### config.mk
export PLATFORM = sky130hd
export DESIGN_NAME = cbfs_queue
export DESIGN_NICKNAME = d
export VERILOG_FILES = /design/src/rtl/cbfs_pkg.sv /design/src/rtl/cbfs_queue.sv
export SDC_FILE = /design/constraint.sdc
export NUM_CORES = 1
export LEC_CHECK = 0
export BUFFER_PORTS_ARGS = -buffer_cell sky130_fd_sc_hd__buf_2
export CAP_MARGIN = 20
export CORE_UTILIZATION = 54
export CTS_CLUSTER_DIAMETER = 100
export DETAILED_ROUTE_END_ITERATION = 8
export PLACE_DENSITY = 0.73
export SLEW_MARGIN = 20
export SYNTH_ARGS = -nofsm -noshare
export SYNTH_HDL_FRONTEND = slang
export SYNTH_SLANG_ARGS = --single-unit
### constraint.sdc
create_clock -name i_clk -period 14.18 [get_ports i_clk]
set_input_delay 0.709 -clock i_clk [delete_from_list [all_inputs] [get_ports i_clk]]
set_output_delay 0.709 -clock i_clk [all_outputs]
set_load 0.005 [all_outputs]
### src/rtl/cbfs_pkg.sv
// ----------------------------------------------------------------------------
// cbfs_pkg
// Shared constants and types of the compensated binomial field smoother.
// ----------------------------------------------------------------------------
package cbfs_pkg;

    // Four field lanes per grid cell: Pr, Pl, Sr, Sl
    localparam int NumFields   = 4;
    localparam int FieldPr     = 0;
    localparam int FieldPl     = 1;
    localparam int FieldSr     = 2;
    localparam int FieldSl     = 3;

    // Default value width, signed Q16.16
    localparam int ValueBitsDef = 32;

    // Result queue depth, at least six so that two cells in flight fit
    localparam int QueueDepth   = 8;

    // Results that one cell releases from the smoothing stage
    typedef struct packed {
        logic mid;   // compensated result of the cell two positions back
        logic last;  // final interior result, raised at row end
    } t_emit;

endpackage

### src/rtl/cbfs_queue.sv
// ----------------------------------------------------------------------------
// cbfs_queue
// Result queue: takes up to two results a cycle, in order, and hands one
// result a cycle to the output channel while that channel is ready.
// ----------------------------------------------------------------------------
module cbfs_queue #(
    parameter int W     = cbfs_pkg::ValueBitsDef,
    parameter int DEPTH = cbfs_pkg::QueueDepth
) (
    input  logic                         i_clk,
    input  logic                         i_rst_n,
    input  logic                         i_push_mid,
    input  logic                         i_push_last,
    input  logic signed [W-1:0]          i_mid_c  [cbfs_pkg::NumFields],
    input  logic signed [W-1:0]          i_last_c [cbfs_pkg::NumFields],
    input  logic                         i_ready,
    output logic                         o_valid,
    output logic signed [W-1:0]          o_data   [cbfs_pkg::NumFields],
    output logic                         o_last,
    output logic [$clog2(DEPTH+1)-1:0]   o_count
);
    localparam int N  = cbfs_pkg::NumFields;
    localparam int AW = $clog2(DEPTH);
    localparam int CW = $clog2(DEPTH+1);

    logic signed [W-1:0] r_mem      [DEPTH][N];
    logic                r_mem_last [DEPTH];
    logic [AW-1:0]       r_wr;
    logic [AW-1:0]       r_rd;
    logic [CW-1:0]       r_count;

    logic [AW-1:0]       n_wr;
    logic [AW-1:0]       n_rd;
    logic [CW-1:0]       n_count;
    logic [AW-1:0]       wr_last;
    logic                pop;

    function automatic logic [AW-1:0] step(input logic [AW-1:0] p);
        return (p == AW'(DEPTH-1)) ? '0 : p + 1'b1;
    endfunction

    // Advance pointers by the number of pushes and pops
    always_comb begin
        pop     = o_valid && i_ready;
        wr_last = i_push_mid ? step(r_wr) : r_wr;
        n_wr    = i_push_last ? step(wr_last) : wr_last;
        n_rd    = pop ? step(r_rd) : r_rd;
        n_count = r_count + CW'(i_push_mid) + CW'(i_push_last) - CW'(pop);
    end

    // Hold pointers and occupancy
    always_ff @(posedge i_clk) begin
        if (!i_rst_n) begin
            r_wr    <= '0;
            r_rd    <= '0;
            r_count <= '0;
        end else begin
            r_wr    <= n_wr;
            r_rd    <= n_rd;
            r_count <= n_count;
        end
    end

    // Write the middle result first, the final one after it
    always_ff @(posedge i_clk) begin
        if (i_push_mid) begin
            r_mem[r_wr]      <= i_mid_c;
            r_mem_last[r_wr] <= 1'b0;
        end
        if (i_push_last) begin
            r_mem[wr_last]      <= i_last_c;
            r_mem_last[wr_last] <= 1'b1;
        end
    end

    assign o_valid = (r_count != '0);
    assign o_data  = r_mem[r_rd];
    assign o_last  = r_mem_last[r_rd];
    assign o_count = r_count;

endmodule

* Word-level counts from Yosys, hierarchy flattened
Memories as Yosys holds them, arrays and structs flattened. A register that Yosys moved wholly into a read port is not among the register bits. Index checks and enable logic that the tools add are counted.
Operators by class: div/mod/pow operators 0, shifts and indexed selects 0, $mul 0, $lt $le $gt $ge 0, add/subtract/negate cells 6, multiplexer cells 13, reduce and logical (&&, ||, !) cells 2, bitwise gates (word level) 0, equal/unequal tests 3
Operators by type and width (count):
- $mux W3 | 9
- $add A3 B1 Y3 const B | 3
- $eq A3 B3 Y1 const B | 3
- $add A4 B1 Y4 | 2
- $mux W1 | 4
- $reduce_bool A4 Y1 | 1
- $sub A4 B1 Y4 | 1
- $logic_and A1 B1 Y1 | 1
Storage, ports and cells: memories kept 2, ROM bits 0, RAM bits 1032, input bits 261, latch bits 0, register bits after elaboration 10, output and inout bits 134
Memory list:
- r_mem | depth 8, bits a word 128, read ports 1, clocked after Yosys merged registers in 1, write ports 2, line cbfs_queue.sv:26 | logic signed [W-1:0] r_mem [DEPTH][N];
- r_mem_last | depth 8, bits a word 1, read ports 1, clocked after Yosys merged registers in 1, write ports 2, line cbfs_queue.sv:27 | logic r_mem_last [DEPTH];

* Depth between registers and ports, before layout
depth after elaboration 6, gate-level depth with buffers 12, gate-level depth less buffers 11

* Worst setup path before layout
Ideal clock, no wire load.
path type input-to-reg, start point input port i_push_mid, end point memory r_mem[1][0] in the netlist's numbering (enable), library setup time 642 ps, arrival 6903 ps, buffers on the path 1, path slack 6635 ps, stages 3, required time 13538 ps, cell sequence buf_4 > nand2_1 > o21bai_1
RTL lines:
- start, declared | line cbfs_queue.sv:12 | input logic i_push_mid,
- end, declared | line cbfs_queue.sv:26

==> flow_summary.toml <==
[worst_setup_path]
endpoint = "o_data[70]"
start_kind = "flip-flop"
required_ns = 13.47
crit_arrival_ns = 5.18
crit_fanout = 43
rrSetupSlack_ns = 9.56
r2r-end = "r_mem[6][77]"
critPathKind = "reg -> out"
timing.rr.start = "r_wr[1]"
max_stage_delay_ns = 0.95
worstRegToRegCells = 8
cpMostUsedCell = "buf_4"
worst_path_max_delay_cell = "dfxtp_4"
end_kind = "output port"
crit_chain = "buf_4 -> buf_4 -> buf_4 -> mux4_2 -> mux2_2 -> buf_2"

[layout]
area_delta_synth_final_pct = 11.5
seq_area_um2 = 31200
final_core_util_pct = 60.9
fin_area_um2 = 60000
fin_cells = 4511
multi_input_area_um2 = 21400
drive_gt1_share_pct = 45.6
fill_cells = 7019
nets = 3382

[synthesis]
yosysWarnings = 0
ys_async_sr_fraction_pct = 0
synth_edf_count = 1024
synth_seq_cells = 1045
synthTopCellsByArea = "edfxtp_1, mux2_4, mux2_1"
synth.avg_cell_area_um2 = 19.6
netlist_area_um2 = 53900
synth_top_area_share_pct = 57.1
synthCells = 2751
synth_top_cell_by_area = "edfxtp_1"
ys_seq_area_share_pct = 57.9
syn_nets = 3023
synth_cell_types = 41
synthFlopType = "edfxtp_1"

[drt]
drt_pass1_iterations = 5
vias = 28100
dr.first_iter.drc_count = 2329
vias_per_cell = 6.24
routedWlPerCell_um = 29.8
wirelength_mm = 134
antenna_left = 0
drc = 0

[sta]
max_freq_mhz = 170
slew_viol_final = 0
whs_ns = 0.351
max_slew_margin_pct = 26.0
fin_worst_skew_ns = 0.0197
hold_violations = 0
layout_min_cycle_time_ns = 5.88
setup-violations-final = 0
worst_slack_ns = 8.30
tightest_slew_ns = 1.11
fin_crit_sh_pct = 41.5
rsz0062_at_grt = "no"
tns_ns = 0

[die]
row_count = 115
die_w_um = 318
start_util_pct = 54.6
dieArea_um2 = 101000
chipHeight_um = 318
ioPinCount = 395
core-area_um2 = 98600

[grt]
grt_pass1_wl_mm = 198
grt_max_degree = 141
grt_pass1_vias = 30100
overflow = 0
track_usage_pct = 26.4
antenna_found_initial = 58

[pwr]
power_leakage_nw = 20.7
ir_worst_vdd_uv = 110
fin_total_pwr_mw = 8.36
p_per_area_nw_per_um2 = 139

[cts]
hold_buffers = 0
cts_tree = "done"
htreeDepth = 3
clock_latency_ns = 0.69
cts-root-buf = "clkbuf_16"
cts_buffers = 113
numClockSinks = 1045
clk_pin_slew_ns = 0.06
cts_resized = 0
postCtsSetupRepairBufs = 0
clk_path_buf_depth = 3

[run]
maxCapViolCount = 0

[placed_design]
dp_hpwl_mm = 73.8
place_congestion = 0.780
io_buffer_count = 394
placed_cell_area_um2 = 56600
dp_cells = 4282
preCtsSetupSlack_ns = 8.83

[min_path]
hold_class = "in -> reg"
hold_start = "i_rst_n"

[run_status]
outcome = "finished clean"
report_power, final:
part	total, mW	switching (mW)	internal, mW
Clock	2.78	1.20	1.58
Sequential	3.77	0.0961	3.68
Combinational	1.81	0.876	0.934
Total	8.36	2.18	6.19
critical path, delay by kind of cell (launching register included):
family	cells	cell delay [ns]
buf+inv	4	2.39
flops	1	0.95
mux	2	0.93
area by class of cell:
type	count	area share, %
flip-flops and latches	1045	51.9
clock buffers	150	5.10
repair buffers	438	3.98
inverters	6	0.0375
well taps	1287	2.68
multi-input cells	1506	35.6
clock inverters	55	0.602
diodes	24	0.100
kinds of logic after synthesis:
logic type                 count (synthesis)  synth area share, %
AOI/OAI and AO/OA                         33                0.404
buffers and inverters                    200                 2.74
adders and majority gates                 11                0.283
DFF                                     1045                 57.9
and+or+nand+nor                           48                0.502
xor gates and xnor gates                   2               0.0325
muxes                                   1412                 38.2
how the worst min path moves through the flow:
stage,slack [ns],depth (start not counted),to
floorplan,0.44,2,r_mem_last[6]
global placement,0.45,2,r_mem_last[3]
detailed placement,0.46,2,r_mem_last[3]
CTS,0.30,2,r_wr[2]
global route,0.34,2,r_wr[2]
finish,0.35,2,r_wr[2]
state kept, by name (all words and copies together) (netlist names), named ones only:
register	flops
r_wr	3
r_rd	3
o_count	4
r_mem	1024
r_mem_last	8
synthesized netlist by cell type (3+ instances only):
cell	n
a21boi_1	6
and2_1	4
and3_1	5
buf_1	16
buf_12	20
buf_2	78
buf_4	9
buf_6	33
clkbuf_1	36
dfxtp_1	21
edfxtp_1	1024
ha_1	9
inv_1	4
mux2_1	558
mux2_2	130
mux2_4	466
mux4_2	258
nand2_1	13
nand2b_1	12
nand3_1	3
o21ai_0	8
o21ai_1	4
o21bai_1	5
o22ai_1	4
per-layer routing:
metal	up-vias	track usage, %	wire length (um)
met2	902	46.2	70000
li1	12000	-	-
met3	262	5.23	7950
met1	14900	32.8	52600
met4	40	8.79	3610
met5	-	0	250
placed cells by master (no fill, tap or decap), types with 29 or more instances in the layout:
cell type	Yosys	routed
mux4_2	258	258
mux2_1	558	558
clkbuf_16	0	117
clkbuf_1	36	32
edfxtp_1	1024	1024
clkinv_1	0	29
buf_2	78	394
mux2_4	466	466
mux2_2	130	130
buf_4	9	37
Power figures use the tool's default switching activity.
