--- config.mk ---
export PLATFORM = sky130hd
export DESIGN_NAME = cbfs_comp
export DESIGN_NICKNAME = d
export VERILOG_FILES = /design/src/rtl/cbfs_pkg.sv /design/src/rtl/cbfs_comp.sv
export SDC_FILE = /design/constraint.sdc
export NUM_CORES = 2
export LEC_CHECK = 0
export BUFFER_PORTS_ARGS = -buffer_cell sky130_fd_sc_hd__clkbuf_2
export CAP_MARGIN = 10
export CORE_AREA = 2 2 296 298
export DETAILED_ROUTE_END_ITERATION = 8
export DIE_AREA = 0 0 298 300
export GPL_ROUTABILITY_DRIVEN = 0
export PLACE_DENSITY = 0.56
export SETUP_SLACK_MARGIN = 0.05
export SKIP_LAST_GASP = 1
export SYNTH_ARGS = -nofsm -noshare
export SYNTH_HDL_FRONTEND = slang
export SYNTH_SLANG_ARGS = --single-unit
export TNS_END_PERCENT = 1
--- constraint.sdc ---
create_clock -name vclk -period 13.8
set_clock_uncertainty 0.05 [all_clocks]
set_input_delay 2.07 -clock vclk [all_inputs]
set_output_delay 2.07 -clock vclk [all_outputs]
set_load 0.05 [all_outputs]
--- src/rtl/cbfs_pkg.sv ---
// ----------------------------------------------------------------------------
// cbfs_pkg
// Shared constants and types of the compensated binomial field smoother.
// ----------------------------------------------------------------------------
package cbfs_pkg;

    // Four field lanes per grid cell: Pr, Pl, Sr, Sl
    localparam int NumFields   = 4;
    localparam int FieldPr     = 0;
    localparam int FieldPl     = 1;
    localparam int FieldSr     = 2;
    localparam int FieldSl     = 3;

    // Default value width, signed Q16.16
    localparam int ValueBitsDef = 32;

    // Result queue depth, at least six so that two cells in flight fit
    localparam int QueueDepth   = 8;

    // Results that one cell releases from the smoothing stage
    typedef struct packed {
        logic mid;   // compensated result of the cell two positions back
        logic last;  // final interior result, raised at row end
    } t_emit;

endpackage

--- src/rtl/cbfs_comp.sv ---
// ----------------------------------------------------------------------------
// cbfs_comp
// Compensating three-tap stage: (6*centre - left - right + 2) >> 2,
// saturated to the value range, for the middle and the final result.
// ----------------------------------------------------------------------------
module cbfs_comp #(
    parameter int W = cbfs_pkg::ValueBitsDef
) (
    input  logic signed [W-1:0] i_s      [cbfs_pkg::NumFields],
    input  logic signed [W-1:0] i_sb1    [cbfs_pkg::NumFields],
    input  logic signed [W-1:0] i_sb2    [cbfs_pkg::NumFields],
    input  logic signed [W-1:0] i_x      [cbfs_pkg::NumFields],
    output logic signed [W-1:0] o_mid_c  [cbfs_pkg::NumFields],
    output logic signed [W-1:0] o_last_c [cbfs_pkg::NumFields]
);
    localparam int N  = cbfs_pkg::NumFields;
    localparam int EW = W + 4;

    // Round to nearest (ties up) after dividing by four, then clamp
    function automatic logic signed [W-1:0] sat_quarter(input logic signed [EW-1:0] v);
        logic signed [EW-1:0] q;
        logic [EW-W:0]        top;
        q   = (v + EW'(2)) >>> 2;
        top = q[EW-1:W-1];
        if ((&top) || (~|top)) begin
            return q[W-1:0];
        end else if (q[EW-1]) begin
            return {1'b1, {(W-1){1'b0}}};
        end else begin
            return {1'b0, {(W-1){1'b1}}};
        end
    endfunction

    logic signed [EW-1:0] s_e   [N];
    logic signed [EW-1:0] sb1_e [N];
    logic signed [EW-1:0] sb2_e [N];
    logic signed [EW-1:0] x_e   [N];

    // Middle result centres on the cell two back; final result on the last
    // interior cell, with the raw right ghost as its right neighbour
    always_comb begin
        for (int i = 0; i < N; i++) begin
            s_e[i]      = EW'(i_s[i]);
            sb1_e[i]    = EW'(i_sb1[i]);
            sb2_e[i]    = EW'(i_sb2[i]);
            x_e[i]      = EW'(i_x[i]);
            o_mid_c[i]  = sat_quarter((sb1_e[i] <<< 2) + (sb1_e[i] <<< 1) - sb2_e[i] - s_e[i]);
            o_last_c[i] = sat_quarter((s_e[i] <<< 2) + (s_e[i] <<< 1) - sb1_e[i] - x_e[i]);
        end
    end

endmodule

* After elaboration in Yosys (flattened, before gate mapping)
Cells that the tools add are included.
Word-level totals: register bits 0, latch bits 0, memory bits (writable) 0, ROM bits 0, input port bits 512, word-level logic and storage cells 80, memories 0
Operators by class: $add $sub $neg 32, multiply operators 0, div/mod/pow operators 0, magnitude comparators 0, equal/unequal tests 0, shift-type cells 0, muxes and demuxes 16, bitwise gates (word level) 0, reductions and logical operators 32
Operators with widths (number):
- 32-bit two-way mux | 16
- 36-bit by 3-bit adder with 36-bit output, second input constant | 8
- 35-bit by 32-bit subtractor with 36-bit output | 8
- 36-bit by 32-bit subtractor with 36-bit output | 8
- 34-bit by 33-bit adder with 35-bit output | 8
- 3-bit AND reduction | 8
- 3-bit OR reduction | 8
- 1-bit zero test | 8
- 1-bit logical OR | 8

* Longest topological paths before layout
depth after elaboration 8, gate-level depth with buffers 18

* Worst setup path before layout
Ideal clock, no wire load.
path kind input port to output port, start point input i_sb1[0] in the netlist's numbering, end point output o_mid_c[18] in the netlist's numbering, arrival time 7148 ps, required time 11680 ps, slack 4532 ps, cell stages on the path 17, cells stage by stage inv_1 -> fa_1 -> fa_1 -> inv_1 -> fa_1 -> ha_1 -> fa_1 -> a21oi_1 -> o211ai_1 -> a211oi_2 -> o21bai_1 -> a2111oi_0 -> nor2_1 -> xor2_1 -> a22oi_1 -> buf_2 -> o31ai_1
RTL lines:
- from (decl) | line cbfs_comp.sv:10 | input logic signed [W-1:0] i_sb1 [cbfs_pkg::NumFields],
- to (decl) | line cbfs_comp.sv:13 | output logic signed [W-1:0] o_mid_c [cbfs_pkg::NumFields],

==> results.py <==
metrics = {
    "timing": {
        "hold_viol": 0,
        "setup_viol": 0,
        "relSlewSlack_pct": 12.8,
        "finalMaxSlewViolations": 0,
        "fin_ws_ns": 3.98,
        "finalCritPeriodShare_pct": 71.1,
        "min_period_ns": 9.82,
        "fin_tns_setup_ns": 0,
        "max_freq_mhz": 102,
        "worst_pin_slew_ns": 1.31,
        "rsz0062_at_grt": "false",
    },
    "yosys": {
        "ys_seq_area_share_pct": 0,
        "yosysWarnings": 0,
        "synthTopCellsByArea": "fa_1 33%, ha_1 21%, inv_1 9.4%, a21o_1 4.7%, a21oi_1 4.1%",
        "yosysTopAreaCell": "fa_1",
        "synth.distinct_cells": 88,
        "synth_cells": 3743,
        "syn_avg_cell_area_um2": 8.59,
        "yosysTopAreaCellShare_pct": 32.9,
        "syn_area_mm2": 0.0321,
        "synth_nets": 5327,
    },
    "worst_setup_path": {
        "required_ns": 11.68,
        "path_max_fanout": 31,
        "cp-end-kind": "output port",
        "worstSetupPathType": "in -> out",
        "cp.arrival_ns": 7.70,
        "cp-start-kind": "input pin",
    },
    "run_status": {
        "outcome": "finished, final reports clean",
    },
    "final_layout": {
        "nets": 6011,
        "layout-drive-gt1-share_pct": 18.8,
        "area_delta_synth_final_pct": 15.5,
        "final_util_pct": 43.1,
        "seq_cell_count": 0,
        "clock_buffers": 0,
        "fin_cells": 5588,
        "register_area_um2": 0,
    },
    "grt": {
        "grt_max_degree": 33,
        "grt_pass1_wl_mm": 167,
        "grt_pass1_vias": 30095,
        "antenna_found_initial": 25,
        "grt_overflow": 0,
        "grt.total_usage_pct": 23.8,
    },
    "cts": {
        "ctsHoldBuffers": 0,
        "cts_resized": 0,
        "postCtsSetupBuffers": 0,
    },
    "floorplan": {
        "die_y_um": 300,
        "rows": 108,
        "ioPinCount": 768,
        "die_x_um": 298,
        "initial_core_util_pct": 37.3,
        "core_region_area_mm2": 0.0862,
        "die-area_mm2": 0.0894,
    },
    "worst_hold_path": {
        "hp-class": "in -> out",
        "hp-start": "i_sb1[1]",
        "hold_end": "o_mid_c[0]",
        "worstHoldPathCells": 5,
    },
    "routing": {
        "drt_first_pass_iters": 7,
        "drcViolationCount": 0,
        "wl_per_cell_um": 19.2,
        "vias": 28817,
        "drt_iter0_drc": 1293,
        "ant_nets": 0,
        "viasPerCell": 5.16,
        "wl_mm": 108,
    },
    "flow_run": {
        "drv_cap": 0,
    },
    "placement": {
        "dpl.hpwl_mm": 99.0,
        "dpl.cell_count": 5580,
        "place_ws_ns": 4.05,
        "port_buffers": 768,
    },
}
==> worst max path at each step <==
stage,slack (ns),cells past startpoint,startpoint,endpoint
after CTS,4.02,18,i_s[96],o_last_c[101]
final,3.98,18,i_s[96],o_last_c[101]
after floorplan,4.53,17,i_sb1[0],o_mid_c[18]
after detailed placement,4.05,18,i_s[96],o_last_c[101]
after global placement,4.25,18,i_s[96],o_last_c[101]
after global routing,3.53,18,i_sb1[0],o_mid_c[8]
==> cells by family (layout without fill, tap and decap cells) <==
| kind of cell | count (synthesis) | count (layout) | synth area share [%] |
|---|---|---|---|
| xor gates and xnor gates | 250 | 250 | 6.88 |
| and+or+nand+nor | 489 | 489 | 7.30 |
| muxes | 4 | 4 | 0.132 |
| AOI/OAI and AO/OA | 1027 | 1027 | 20.9 |
| other | 0 | 8 | 0 |
| adders and majority gates | 1072 | 1072 | 54.1 |
| buffers and inverters | 901 | 1583 | 10.8 |
==> per-stage QoR <==
stage,area [um2],hold WS [ns]
global placement,37100,4.86
CTS,37100,4.87
detailed placement,37100,4.87
finish,37100,4.86
floorplan,32100,4.61
global route,37100,4.89
==> cell usage after synthesis, types with 4 or more instances <==
| cell type | number |
|---|---|
| inv_1 | 807 |
| ha_1 | 544 |
| fa_1 | 528 |
| a21oi_1 | 263 |
| a21o_1 | 201 |
| nand2_1 | 149 |
| xnor2_1 | 144 |
| o21ai_0 | 118 |
| nor2_1 | 113 |
| o21ai_1 | 112 |
| xor2_1 | 103 |
| clkbuf_1 | 51 |
| nand3_1 | 49 |
| o21a_1 | 38 |
| a211oi_1 | 37 |
| buf_2 | 34 |
| nor3_1 | 34 |
| o22ai_1 | 34 |
| o21bai_1 | 32 |
| o211ai_1 | 31 |
| nand4_1 | 27 |
| a31oi_1 | 23 |
| and3_1 | 22 |
| o31ai_1 | 20 |
| nor2b_1 | 19 |
| nand2b_1 | 18 |
| or3_1 | 15 |
| and2_1 | 10 |
| a221oi_1 | 8 |
| a41oi_1 | 8 |
| nor4_1 | 8 |
| o31a_1 | 8 |
| o2111ai_1 | 7 |
| or2_2 | 7 |
| a21boi_0 | 6 |
| a2111oi_0 | 5 |
| a211o_1 | 5 |
| a31o_2 | 5 |
| buf_4 | 5 |
| a21oi_2 | 4 |
| a221o_1 | 4 |
| a31o_1 | 4 |
| and4_1 | 4 |
| o211a_1 | 4 |
==> placed cells by master, fill, tap and decap left out, types with 15 or more instances in the layout <==
| cell type | synthesis | routed |
|---|---|---|
| xor2_1 | 103 | 103 |
| o21ai_0 | 118 | 117 |
| a211oi_1 | 37 | 37 |
| nor3_1 | 34 | 34 |
| inv_1 | 807 | 807 |
| nand2_1 | 149 | 149 |
| a31oi_1 | 23 | 22 |
| xnor2_1 | 144 | 144 |
| nor2_1 | 113 | 113 |
| ha_1 | 544 | 544 |
| or3_1 | 15 | 15 |
| o21ai_1 | 112 | 110 |
| nand3_1 | 49 | 49 |
| nor2b_1 | 19 | 19 |
| a21oi_1 | 263 | 259 |
| nand4_1 | 27 | 27 |
| fa_1 | 528 | 528 |
| o31ai_1 | 20 | 20 |
| o21a_1 | 38 | 38 |
| o211ai_1 | 31 | 31 |
| a21o_1 | 201 | 201 |
| o22ai_1 | 34 | 34 |
| clkbuf_2 | 0 | 768 |
| o21bai_1 | 32 | 32 |
| nand2b_1 | 18 | 18 |
| and3_1 | 22 | 22 |
==> worst max-delay path, stage by stage <==
cell	delay [ns]
clkbuf_2	0.09
inv_1	0.07
fa_1	0.45
fa_1	0.51
inv_1	0.04
fa_1	0.47
ha_1	0.31
fa_1	0.49
a211oi_1	0.27
o21bai_1	0.16
o2111ai_1	0.31
a21oi_1	0.23
a211o_1	0.31
a21oi_1	0.19
xnor2_1	0.17
a21oi_4	0.93
o21ai_0	0.28
clkbuf_2	0.30
==> metal layers <==
metal  vias up  share of wire [%]  global-route usage (%)
met5         -               0.18                       0
met3       164                5.0                    2.83
met1     13941                 40                    28.2
met4        28                3.4                    6.68
met2       811                 51                    44.9
li1      13873                  -                       -
==> area by class of cell <==
cell class	instances	area, um2
multi-input cells	2842	28700
inverters	807	3030
diodes	8	20.0
repair buffers	776	3900
fillers	9084	49100
well taps	1155	1450
Power is left out: the tool's default activity adds up to more than one toggle a clock period on the data nets, which glitch-free logic cannot reach.
