**config.mk**
```make
export PLATFORM = sky130hd
export DESIGN_NAME = cbfs_smooth
export DESIGN_NICKNAME = d
export VERILOG_FILES = /design/src/rtl/cbfs_pkg.sv /design/src/rtl/cbfs_smooth.sv
export SDC_FILE = /design/constraint.sdc
export NUM_CORES = 1
export LEC_CHECK = 0
export BUFFER_PORTS_ARGS = -buffer_cell sky130_fd_sc_hd__buf_4
export CAP_MARGIN = 20
export CORE_UTILIZATION = 45
export DETAILED_ROUTE_END_ITERATION = 10
export GPL_ROUTABILITY_DRIVEN = 1
export PLACE_DENSITY_LB_ADDON = 0.12
export SLEW_MARGIN = 20
export SYNTH_ARGS = -nofsm -noshare
export SYNTH_HDL_FRONTEND = slang
export SYNTH_SLANG_ARGS = --single-unit
export TNS_END_PERCENT = 20
```
**constraint.sdc**
```tcl
create_clock -name i_clk -period 19.7 [get_ports i_clk]
set_clock_uncertainty 0.05 [all_clocks]
set_input_delay 3.94 -clock i_clk [delete_from_list [all_inputs] [get_ports i_clk]]
set_output_delay 3.94 -clock i_clk [all_outputs]
set_load 0.01 [all_outputs]
```
**src/rtl/cbfs_pkg.sv**
```systemverilog
// ----------------------------------------------------------------------------
// cbfs_pkg
// Shared constants and types of the compensated binomial field smoother.
// ----------------------------------------------------------------------------
package cbfs_pkg;

    // Four field lanes per grid cell: Pr, Pl, Sr, Sl
    localparam int NumFields   = 4;
    localparam int FieldPr     = 0;
    localparam int FieldPl     = 1;
    localparam int FieldSr     = 2;
    localparam int FieldSl     = 3;

    // Default value width, signed Q16.16
    localparam int ValueBitsDef = 32;

    // Result queue depth, at least six so that two cells in flight fit
    localparam int QueueDepth   = 8;

    // Results that one cell releases from the smoothing stage
    typedef struct packed {
        logic mid;   // compensated result of the cell two positions back
        logic last;  // final interior result, raised at row end
    } t_emit;

endpackage

```
**src/rtl/cbfs_smooth.sv**
```systemverilog
// ----------------------------------------------------------------------------
// cbfs_smooth
// Input register, row tracking and the first (smoothing) three-tap stage.
// Registers the smoothed value with the history the compensating stage needs.
// ----------------------------------------------------------------------------
module cbfs_smooth #(
    parameter int W = cbfs_pkg::ValueBitsDef
) (
    input  logic                i_clk,
    input  logic                i_rst_n,
    input  logic                i_valid,
    input  logic signed [W-1:0] i_x   [cbfs_pkg::NumFields],
    input  logic                i_end,
    input  logic                i_edge_mode,
    output logic                o_busy,
    output logic                o_valid,
    output cbfs_pkg::t_emit     o_emit,
    output logic signed [W-1:0] o_s   [cbfs_pkg::NumFields],
    output logic signed [W-1:0] o_sb1 [cbfs_pkg::NumFields],
    output logic signed [W-1:0] o_sb2 [cbfs_pkg::NumFields],
    output logic signed [W-1:0] o_x   [cbfs_pkg::NumFields]
);
    localparam int N  = cbfs_pkg::NumFields;
    localparam int EW = W + 4;

    typedef enum logic [1:0] {
        PH_GHOST,
        PH_FIRST,
        PH_SECOND,
        PH_STEADY
    } t_phase;

    t_phase              r_phase;
    logic                r_in_valid;
    logic signed [W-1:0] r_x    [N];
    logic                r_end;
    logic signed [W-1:0] r_raw1 [N];
    logic signed [W-1:0] r_raw2 [N];
    logic signed [W-1:0] r_sm1  [N];
    logic signed [W-1:0] r_sm2  [N];

    logic                r_out_valid;
    cbfs_pkg::t_emit     r_emit;
    logic signed [W-1:0] r_s    [N];
    logic signed [W-1:0] r_sb1  [N];
    logic signed [W-1:0] r_sb2  [N];
    logic signed [W-1:0] r_xo   [N];

    logic signed [EW-1:0] a_e   [N];
    logic signed [EW-1:0] b_e   [N];
    logic signed [EW-1:0] x_e   [N];
    logic signed [EW-1:0] sum_e [N];
    logic signed [EW-1:0] qtr_e [N];
    logic signed [W-1:0]  smooth   [N];
    logic signed [W-1:0]  ghost_sm [N];
    cbfs_pkg::t_emit      emit;

    // Smoothing tap: (2*centre + left + right + 2) >> 2. On the second cell
    // the left neighbour of the ghost is extrapolated as 2*ghost - right.
    always_comb begin
        for (int i = 0; i < N; i++) begin
            a_e[i] = EW'(r_raw1[i]);
            x_e[i] = EW'(r_x[i]);
            if (r_phase == PH_FIRST) begin
                b_e[i] = (a_e[i] <<< 1) - x_e[i];
            end else begin
                b_e[i] = EW'(r_raw2[i]);
            end
            sum_e[i]    = (a_e[i] <<< 1) + b_e[i] + x_e[i] + EW'(2);
            qtr_e[i]    = sum_e[i] >>> 2;
            smooth[i]   = qtr_e[i][W-1:0];
            ghost_sm[i] = i_edge_mode ? smooth[i] : r_raw1[i];
        end
    end

    // Release a middle result in steady state and a final one at row end
    always_comb begin
        emit.mid  = (r_phase == PH_STEADY);
        emit.last = r_end && ((r_phase == PH_SECOND) || (r_phase == PH_STEADY));
    end

    // Track the row, shift the history and register the stage outputs
    always_ff @(posedge i_clk) begin
        if (!i_rst_n) begin
            r_phase     <= PH_GHOST;
            r_in_valid  <= 1'b0;
            r_out_valid <= 1'b0;
        end else begin
            r_in_valid  <= i_valid;
            r_out_valid <= r_in_valid && (emit.mid || emit.last);
            if (i_valid) begin
                r_x   <= i_x;
                r_end <= i_end;
            end
            r_emit <= emit;
            r_s    <= smooth;
            r_sb1  <= r_sm1;
            r_sb2  <= r_sm2;
            r_xo   <= r_x;
            if (r_in_valid) begin
                case (r_phase)
                    PH_GHOST: begin
                        r_raw1  <= r_x;
                        r_phase <= r_end ? PH_GHOST : PH_FIRST;
                    end
                    PH_FIRST: begin
                        r_raw2  <= r_raw1;
                        r_raw1  <= r_x;
                        r_sm1   <= ghost_sm;
                        r_phase <= r_end ? PH_GHOST : PH_SECOND;
                    end
                    default: begin
                        if (!r_end) begin
                            r_raw2 <= r_raw1;
                            r_raw1 <= r_x;
                            r_sm2  <= r_sm1;
                            r_sm1  <= smooth;
                        end
                        r_phase <= r_end ? PH_GHOST : PH_STEADY;
                    end
                endcase
            end
        end
    end

    assign o_busy  = r_in_valid;
    assign o_valid = r_out_valid;
    assign o_emit  = r_emit;
    assign o_s     = r_s;
    assign o_sb1   = r_sb1;
    assign o_sb2   = r_sb2;
    assign o_x     = r_xo;

endmodule

```
# After elaboration in Yosys (flattened, before gate mapping)

Cells that the tools add are included.

Latch bits: 0
Bits of input ports: 133
ROM bits: 0
Logic and storage cells: 94
Memories: 0
Register bits: 1159
RAM bits: 0
Output and inout port bits: 516

Equality and inequality tests: 5
Bitwise operators: 3
Muxes and demuxes: 18
Add/sub/neg operators: 16
Reduce and logical (&&, ||, !) cells: 10
Magnitude comparators: 0
Multipliers: 0
Shift operators: 0
Divide/modulo/power cells: 0

Operator list:

| kind                    | count |
|---|---|
| $mux W128               | 4 |
| $pmux W128 S2           | 2 |
| $add A33 B34 Y34        | 4 |
| $add A34 B3 Y34 const B | 4 |
| $add A34 B32 Y34        | 4 |
| $mux W34                | 4 |
| $sub A33 B32 Y34        | 4 |
| $mux W32                | 4 |
| $reduce_and A4 Y1       | 2 |
| $eq A2 B2 Y1 const B    | 2 |
| $mux W2                 | 2 |
| $pmux W2 S2             | 1 |
| $not A1 Y1              | 3 |
| $reduce_and A3 Y1       | 1 |
| $eq A2 B1 Y1 const B    | 1 |
| $logic_and A1 B1 Y1     | 2 |
| $logic_not A2 Y1        | 1 |
| $logic_or A1 B1 Y1      | 2 |
| $ne A2 B1 Y1 const B    | 1 |
| $ne A2 B2 Y1 const B    | 1 |
| $reduce_and A2 Y1       | 1 |
| $reduce_or A2 Y1        | 1 |
| $mux W1                 | 1 |

# Longest topological paths before layout

Gate-level depths: netlist of run 1.

Word-level depth: 7
Mapped depth: 26
Depth with buffers taken out: 26

# Worst setup path before layout of run 1

Ideal clock, no wire load.

Path kind: input port to flip-flop
Start point: input port i_rst_n
End point: register r_raw2[0] in the netlist's numbering (enable)
Path buffers: 0
Stages: 3
Arrival time: 15376 ps
Path slack: 3635 ps
Required time: 19010 ps
Setup time: 640 ps
Cells stage by stage: nand2_1 > nor2_1 > o21a_1

Cells in the longest elaborated chain, start to end: 1

Ends and longest elaborated chain:

| element                     | RTL line           | RTL |
|---|---|---|
| from (decl)                 | cbfs_smooth.sv:10  | `input logic i_rst_n,` |
| $reduce_and A4 Y1 (no line) | -                  |  |
| to (signal assigned)        | cbfs_smooth.sv:107 | `r_raw2 <= r_raw1;` |
| to (signal assigned)        | cbfs_smooth.sv:114 | `r_raw2 <= r_raw1;` |
| to (decl)                   | cbfs_smooth.sv:38  | `logic signed [W-1:0] r_raw2 [N];` |

No other way between the ends.
A chain may end at the register's enable or synchronous reset.

# Worst setup path in the final report of run 1

Start point: register r_x[97] in the netlist's numbering
End point: register r_sm1[127] in the netlist's numbering, data pin

Cells in the longest elaborated chain, start to end: 7
Elaborated cells between the ends (all ways): 8
Classes of those cells: add/sub (4); mux (4)

Ends and longest elaborated chain:

| element                                      | RTL line                              | RTL |
|---|---|---|
| from (decl)                                  | cbfs_smooth.sv:35                     | `logic signed [W-1:0] r_x [N];` |
| from (signal assigned)                       | cbfs_smooth.sv:92                     | `r_x <= i_x;` |
| $sub A33 B32 Y34                             | cbfs_smooth.sv:65                     | `b_e[i] = (a_e[i] <<< 1) - x_e[i];` |
| $mux W34                                     | cbfs_smooth.sv:64                     | `if (r_phase == PH_FIRST) begin` |
| $add A33 B34 Y34                             | cbfs_smooth.sv:69                     | `sum_e[i] = (a_e[i] <<< 1) + b_e[i] + x_e[i] + EW'(2);` |
| $add A34 B32 Y34 (*)                         | cbfs_smooth.sv:69                     |  |
| $add A34 B3 Y34 (*)                          | cbfs_smooth.sv:69                     |  |
| $mux W128 / $mux W32 (equally long branches) | cbfs_smooth.sv:113, cbfs_smooth.sv:72 |  |
| $pmux W128 S2 (*)                            | cbfs_smooth.sv:101                    | `case (r_phase)` |
| to (signal assigned)                         | cbfs_smooth.sv:109                    | `r_sm1 <= ghost_sm;` |
| to (signal assigned)                         | cbfs_smooth.sv:117                    | `r_sm1 <= smooth;` |
| to (decl)                                    | cbfs_smooth.sv:39                     | `logic signed [W-1:0] r_sm1 [N];` |

Every way passes the cells marked *; elsewhere a longest branch is shown, timed or not. The select of a mux whose other input is x is not followed.

==> results of run 1 <==
==> cells in the mapped netlist (91+ instances only) <==
cell      number  area [sq um]
ha_1         264          3300
xor2_1        91           797
fa_1         128          2560
a21oi_1      201          1010
xnor2_1      124          1090
nand2_1      206           773
nor2_1       135           507
a21o_1        99           743
inv_1        253           950
mux2_2       117          1320
o21ai_0      180           901
edfxtp_1    1155         34700
==> worst min-delay path by stage <==
stage                    start          to  slack, ns  cells after the start
floorplan             r_sm2[0]    o_sb2[0]       0.35                      0
global placement     r_sm2[32]   o_sb2[32]       0.35                      0
detailed placement  r_sm2[100]  o_sb2[100]       0.35                      0
CTS                 r_sm2[109]  o_sb2[109]       0.36                      0
global route        r_sm2[122]  o_sb2[122]       0.37                      0
finish              r_sm2[122]  o_sb2[122]       0.36                      0
==> layer usage <==
layer | vias up | wire (microns) | track usage
met5 | - | 77 | 0
met1 | 15500 | 56000 | 0.286
li1 | 14700 | - | -
met2 | 805 | 61400 | 0.349
met4 | 12 | 2250 | 0.0456
met3 | 158 | 8110 | 0.0498
==> power breakdown <==
group | internal [mW] | total, mW | switching [mW]
sequential | 2.93 | 3.01 | 0.0860
clock | 1.30 | 2.27 | 0.968
combinational | 0.523 | 1.16 | 0.638
==> flip-flops by register name, indices dropped and copies added (netlist names) <==
name,flops
o_x,128
o_busy,1
r_raw2,128
r_end,1
o_sb1,128
o_valid,1
o_sb2,128
r_sm2,128
r_phase,2
r_x,128
r_sm1,128
o_s,128
o_emit,2
a_e,128
==> worst max-delay path: cells and delay by family (launching register included) <==
kind,cells,cell delay [ns]
AO/OA/AOI/OAI,15,4.35
adder cells (fa/ha/maj),3,1.15
flip-flops,1,0.43
XOR/XNOR,2,0.43
buffers and inverters,2,0.17
AND/OR/NAND/NOR,1,0.06
==> cells by family (layout without fill, tap and decap cells) <==
kind of cell / after synthesis / after routing / share of synthesized area
flip-flops: 1159 / 1159 / 0.659
AO/OA/AOI/OAI: 734 / 734 / 0.0896
AND/OR/NAND/NOR: 608 / 608 / 0.0554
adder cells (fa/ha/maj): 392 / 392 / 0.111
buffers and inverters: 308 / 1150 / 0.0222
XOR/XNOR: 216 / 216 / 0.0361
multiplexers: 126 / 126 / 0.0267
==> through the flow <==
stage               area (sq um)  power, mW  setup WS (ns)
floorplan                  52800       3.77           3.63
global placement           59600       4.22          12.21
detailed placement         59600       4.23          12.21
CTS                        63500       6.51          12.95
global route               63500       6.72          12.50
finish                     63500       6.44          12.90
==> cell type report <==
cell class	instances	area (sq um)	share of cell area
Multi-Input combinational cell	2076	16900	0.266
Clock buffer	142	3110	0.0489
Inverter	253	950	0.0150
Clock inverter	84	828	0.0130
Tap cell	1524	1910	0.0300
Sequential cell	1159	34800	0.548
Timing Repair Buffer	671	5060	0.0797
==> reports/metrics.yaml, run 1 <==
gp_congestion: 0.875
grt_max_degree: 150
reg2reg_slack_ns: 12.90
synth.cell_area_sq_mm: 0.0528
ir_worst_vdd_mv: 0.0771
area_delta_synth_final_pct: 20.3
dp.cells: 5683
htree_num_levels: 3
ctsHoldBuffers: 0
synthFlopType: "edfxtp_1"
core_sq_mm: 0.116
start_util: 0.454
syn-num-nets: 4068
die_area_sq_mm: 0.119
cts_root_buf: "clkbuf_16"
cts_made_buffers: 120
num_rows: 125
clock.fmax_ghz: 0.147
grt-ovfl-total: 0
wirelength_microns: 128000
outcome: "completed"
grt_pass1_wl_microns: 190000
hpwl_microns: 91200
worstPathMaxFanout: 6
hold_path_class: "reg2reg"
crit_path_start: "r_x[97]"
fin_crit_sh: 0.345
p_leak_nw: 24.8
diodes: 0
arrival_ns: 7.30
rsz0062_at_grt: "false"
worstSetupPathType: "reg2reg"
drtIter0Drc: 1903
min_period_ns: 6.80
cp.required_ns: 20.21
fin_nets: 4806
end_kind: "flip-flop"
cts_buffer_depth: 3
fin_hold_ws_ns: 0.361
slew_viol_final: 0
fillers: 9593
postLayoutCoreUtil: 0.546
synthDistinctLibCells: 87
fin_setup_tns_ns: 0
synth_edf_count: 1155
start_kind: "flip-flop"
ys_ff_latch: 1159
r2r_cells: 23
die_width_microns: 344
track_usage: 0.212
rr_endpoint: "r_sm1[127]"
first_pass_iters: 5
die_h_microns: 344
drc: 0
avgRoutedWirePerCell_microns: 21.6
cts_setup_buffers: 0
avgSynthCellArea_sq_um: 14.9
worstMarginPinSlew_ns: 1.29
cts_tree: "done"
antenna_found_initial: 7
r2r_start: "r_x[97]"
path_cells: "inv_1 -> ha_1 -> nor2_1 -> o31ai_1 -> a211oi_1 -> a221oi_2 -> o31ai_1 -> a31oi_1 -> o21ai_0 -> xnor2_1 -> o21ai_0 -> fa_1 -> ha_1 -> a21o_1 -> a21oi_1 -> a21boi_0 -> o21bai_1 -> o31a_1 -> o31ai_2 -> o41a_1 -> inv_1 -> xnor3_1 -> o21ai_1"
routed_via_density: 5.29
synth_warnings: 0
async_reset_ff_frac: 0
hold_viol: 0
slew_headroom: 0.140
maxCapViolCount: 0
fin_cells: 5909
seq_area_frac_synth: 0.659
final_common_cell: "edfxtp_1"
ioPinCount: 649
post_cts_resized: 0
cp_slowest_cell: "o31ai_1"
drive_gt1_frac: 0.229
grt_pass1_vias: 31200
vias: 31300
portBuffers: 648
crit_end: "r_sm1[127]"
synthCells: 3543
slowest_delay_ns: 0.49
clock_sinks: 1159
setup_viol: 0
insertion_delay_ns: 0.71
power.density_mw_per_mm2: 101
ant_nets: 0
layout_common_cells: "1155 x edfxtp_1, 669 x buf_4, 264 x ha_1"
clk_pin_slew_ns: 0.06
Power figures use the tool's default switching activity.
==> inputs of run 2 (changes only) <==
--- a/config.mk
+++ b/config.mk
@@ -5,6 +5,7 @@
 export SDC_FILE = /design/constraint.sdc
 export NUM_CORES = 1
 export LEC_CHECK = 0
+export ABC_AREA = 1
 export BUFFER_PORTS_ARGS = -buffer_cell sky130_fd_sc_hd__buf_4
 export CAP_MARGIN = 20
 export CORE_UTILIZATION = 45
==> constraint.sdc (replaced) <==
create_clock -name i_clk -period 6.1 [get_ports i_clk]
set_clock_uncertainty 0.05 [all_clocks]
set_input_delay 1.22 -clock i_clk [delete_from_list [all_inputs] [get_ports i_clk]]
set_output_delay 1.22 -clock i_clk [all_outputs]
set_load 0.01 [all_outputs]
==> run 2 against run 1 <==
Hold slack gained 0.0028 ns. Sequential power grew to 3.2 times the previous value. Wire length grew 35%. Critical endpoint is now o_s[95]. Critical path type unchanged. Register-to-register slack lost 12 ns. Critical path depth shrank 4. Combinational power grew to 3.9 times the previous value. First-iteration DRC count grew 92%. Die area grew 9.4%.
==> reports/metrics.yaml, run 2 <==
outcome: "completed"
seqPwrFrac: 0.448
end_kind: "flip-flop"
start_util: 0.453
synthDistinctLibCells: 54
dp.cells: 7512
p_int_mw: 15.2
hold_viol: 0
cts_setup_buffers: 0
slew_viol_final: 0
slew_headroom: 0.263
grt_max_degree: 146
fin_cells: 7734
p_sw_mw: 6.40
fin_crit_sh: 0.905
ys_ff_latch: 1159
grt_pass1_wl_microns: 255000
cts_tree: "done"
grt-busiest-layer: "met2"
cts_buffer_depth: 3
met3_usage: 0.0475
seq_area_frac_synth: 0.602
synth_most_common_cell: "nand2_1"
synth_top_cells_by_count: "1291 x nand2_1, 1155 x edfxtp_1, 631 x inv_1, 365 x nor2_1, 307 x a21oi_1"
portBuffers: 648
arrival_ns: 5.97
gp_congestion: 0.948
hold_path_class: "reg2reg"
post_cts_resized: 0
layout_common_cells: "1291 x nand2_1, 1155 x edfxtp_1, 667 x buf_4"
setup_viol: 0
ant_nets: 0
use_met1: 0.369
power.density_mw_per_mm2: 314
clock_sinks: 1159
cts_made_buffers: 120
synth_top_area_cell: "edfxtp_1"
die_h_microns: 360
clock.fmax_ghz: 0.181
drtIter0Drc: 3652
die_width_microns: 360
register_area_sq_mm: 0.0348
insertion_delay_ns: 0.75
min_period_ns: 5.52
core_sq_mm: 0.128
vias: 40300
worstSetupPathType: "reg2reg"
antenna_found_initial: 7
ir_worst_vdd_mv: 0.248
area_delta_synth_final_pct: 19.1
synth_warnings: 0
routed_via_density: 5.21
cts_root_buf: "clkbuf_16"
num_rows: 131
synthTopCellsByArea: "edfxtp_1 60%, nand2_1 8.4%, ha_1 5.7%, fa_1 4.4%, inv_1 4.1%"
drc: 0
avgSynthCellArea_sq_um: 11.1
clkPwrFrac: 0.340
worstPathMaxFanout: 7
ioPinCount: 649
htree_num_levels: 3
ctsHoldBuffers: 0
synth_edf_count: 1155
grt_util_met2: 0.417
power_mw: 21.6
fin_nets: 6497
clk_pin_slew_ns: 0.06
drive_gt1_frac: 0.159
fillers: 11300
wirelength_microns: 172000
first_pass_iters: 6
power_frac_comb: 0.211
synthFlopType: "edfxtp_1"
fin_hold_ws_ns: 0.364
grt_pass1_vias: 40000
worstMarginPinSlew_ns: 1.11
fin_area_sq_mm: 0.0688
multiInputGateArea_sq_mm: 0.0204
async_reset_ff_frac: 0
fin_setup_tns_ns: 0
placed_area_sq_mm: 0.0649
maxCapViolCount: 0
syn-num-nets: 5751
synthCells: 5226
final_common_cell: "nand2_1"
avgRoutedWirePerCell_microns: 22.3
p_sw_frac: 0.296
start_kind: "flip-flop"
grt-ovfl-total: 0
die_area_sq_mm: 0.130
hpwl_microns: 132000
rsz0062_at_grt: "false"
cp.required_ns: 6.55
synth_top_area_share: 0.600
pre_cts_slack_ns: 0.650
track_usage: 0.262
synth.cell_area_sq_mm: 0.0578
postLayoutCoreUtil: 0.540
p_leak_nw: 28.7
finalWorstSetupSlack_ns: 0.580
[run 2: cell count changes in the layout (fill, tap and decap cells not counted), sizes merged, moves of 63 or more]
cell,change
o21ai,+65
inv,+380
nor2,+231
a21o,-67
nand2,+1126
nand3,+182
xnor2,-63
mux2,-120
a21oi,+107
[run 2: critical path, stage by stage, from the launching register on]
cell and delay (ns):
edfxtp_1 0.53, fa_1 0.52, o21ai_2 0.26, a21boi_0 0.20
o21bai_1 0.37, nand2_1 0.11, nand2_1 0.24, xnor2_1 0.12
o21ai_0 0.21, fa_1 0.47, ha_1 0.37, a21oi_1 0.25
o21ai_0 0.29, a21oi_1 0.32, nand3_2 0.30, nand2_1 0.13
nand3_1 0.22, inv_1 0.11, nand2_1 0.07, and2_1 0.13
[run 2: layout make-up]
class                   count  area share
diodes                      1   0.0000364
well taps                1662      0.0302
inverters                 634      0.0348
clock buffers             146      0.0460
clock inverters            75      0.0108
multi-input cells        3376       0.296
flip-flops and latches   1159       0.505
repair buffers            681      0.0768
[run 2: routing by layer]
| layer | vias to the layer above | part of all wire |
|---|---|---|
| met4 | 6 | 0.021 |
| met3 | 213 | 0.064 |
| met2 | 1199 | 0.46 |
| met5 | - | 0.00028 |
| met1 | 19600 | 0.46 |
| li1 | 19300 | - |
[run 2: cell families (layout without fill, tap and decap cells)]
group | Yosys count | in the layout | synth area share
AND/OR/NAND/NOR | 2067 | 2067 | 0.149
flip-flops | 1159 | 1159 | 0.602
AO/OA/AOI/OAI | 747 | 747 | 0.0748
buffers and inverters | 691 | 1536 | 0.0461
adder cells (fa/ha/maj) | 392 | 392 | 0.102
XOR/XNOR | 168 | 168 | 0.0269
multiplexers | 2 | 2 | 0.000347
other | 0 | 1 | 0
[run 2: path summary, 6_finish.rpt]
check,from,to,slack [ns],depth (start not counted)
max,r_x[64],o_s[95],0.58,19
min,r_sm2[70],o_sb2[70],0.36,0
max reg2reg,r_x[64],o_s[95],0.58,19
min reg2reg,r_sm2[70],o_sb2[70],0.36,0
[run 2: power groups by stage]
stage	Sequential [mW]	Clock [mW]	Combinational [mW]
final	9.69	7.35	4.57
after global routing	9.74	7.79	5.04
after CTS	9.70	7.51	4.57
after detailed placement	9.86	0	4.54
after global placement	9.85	0	4.54
after floorplan	9.94	0	2.57
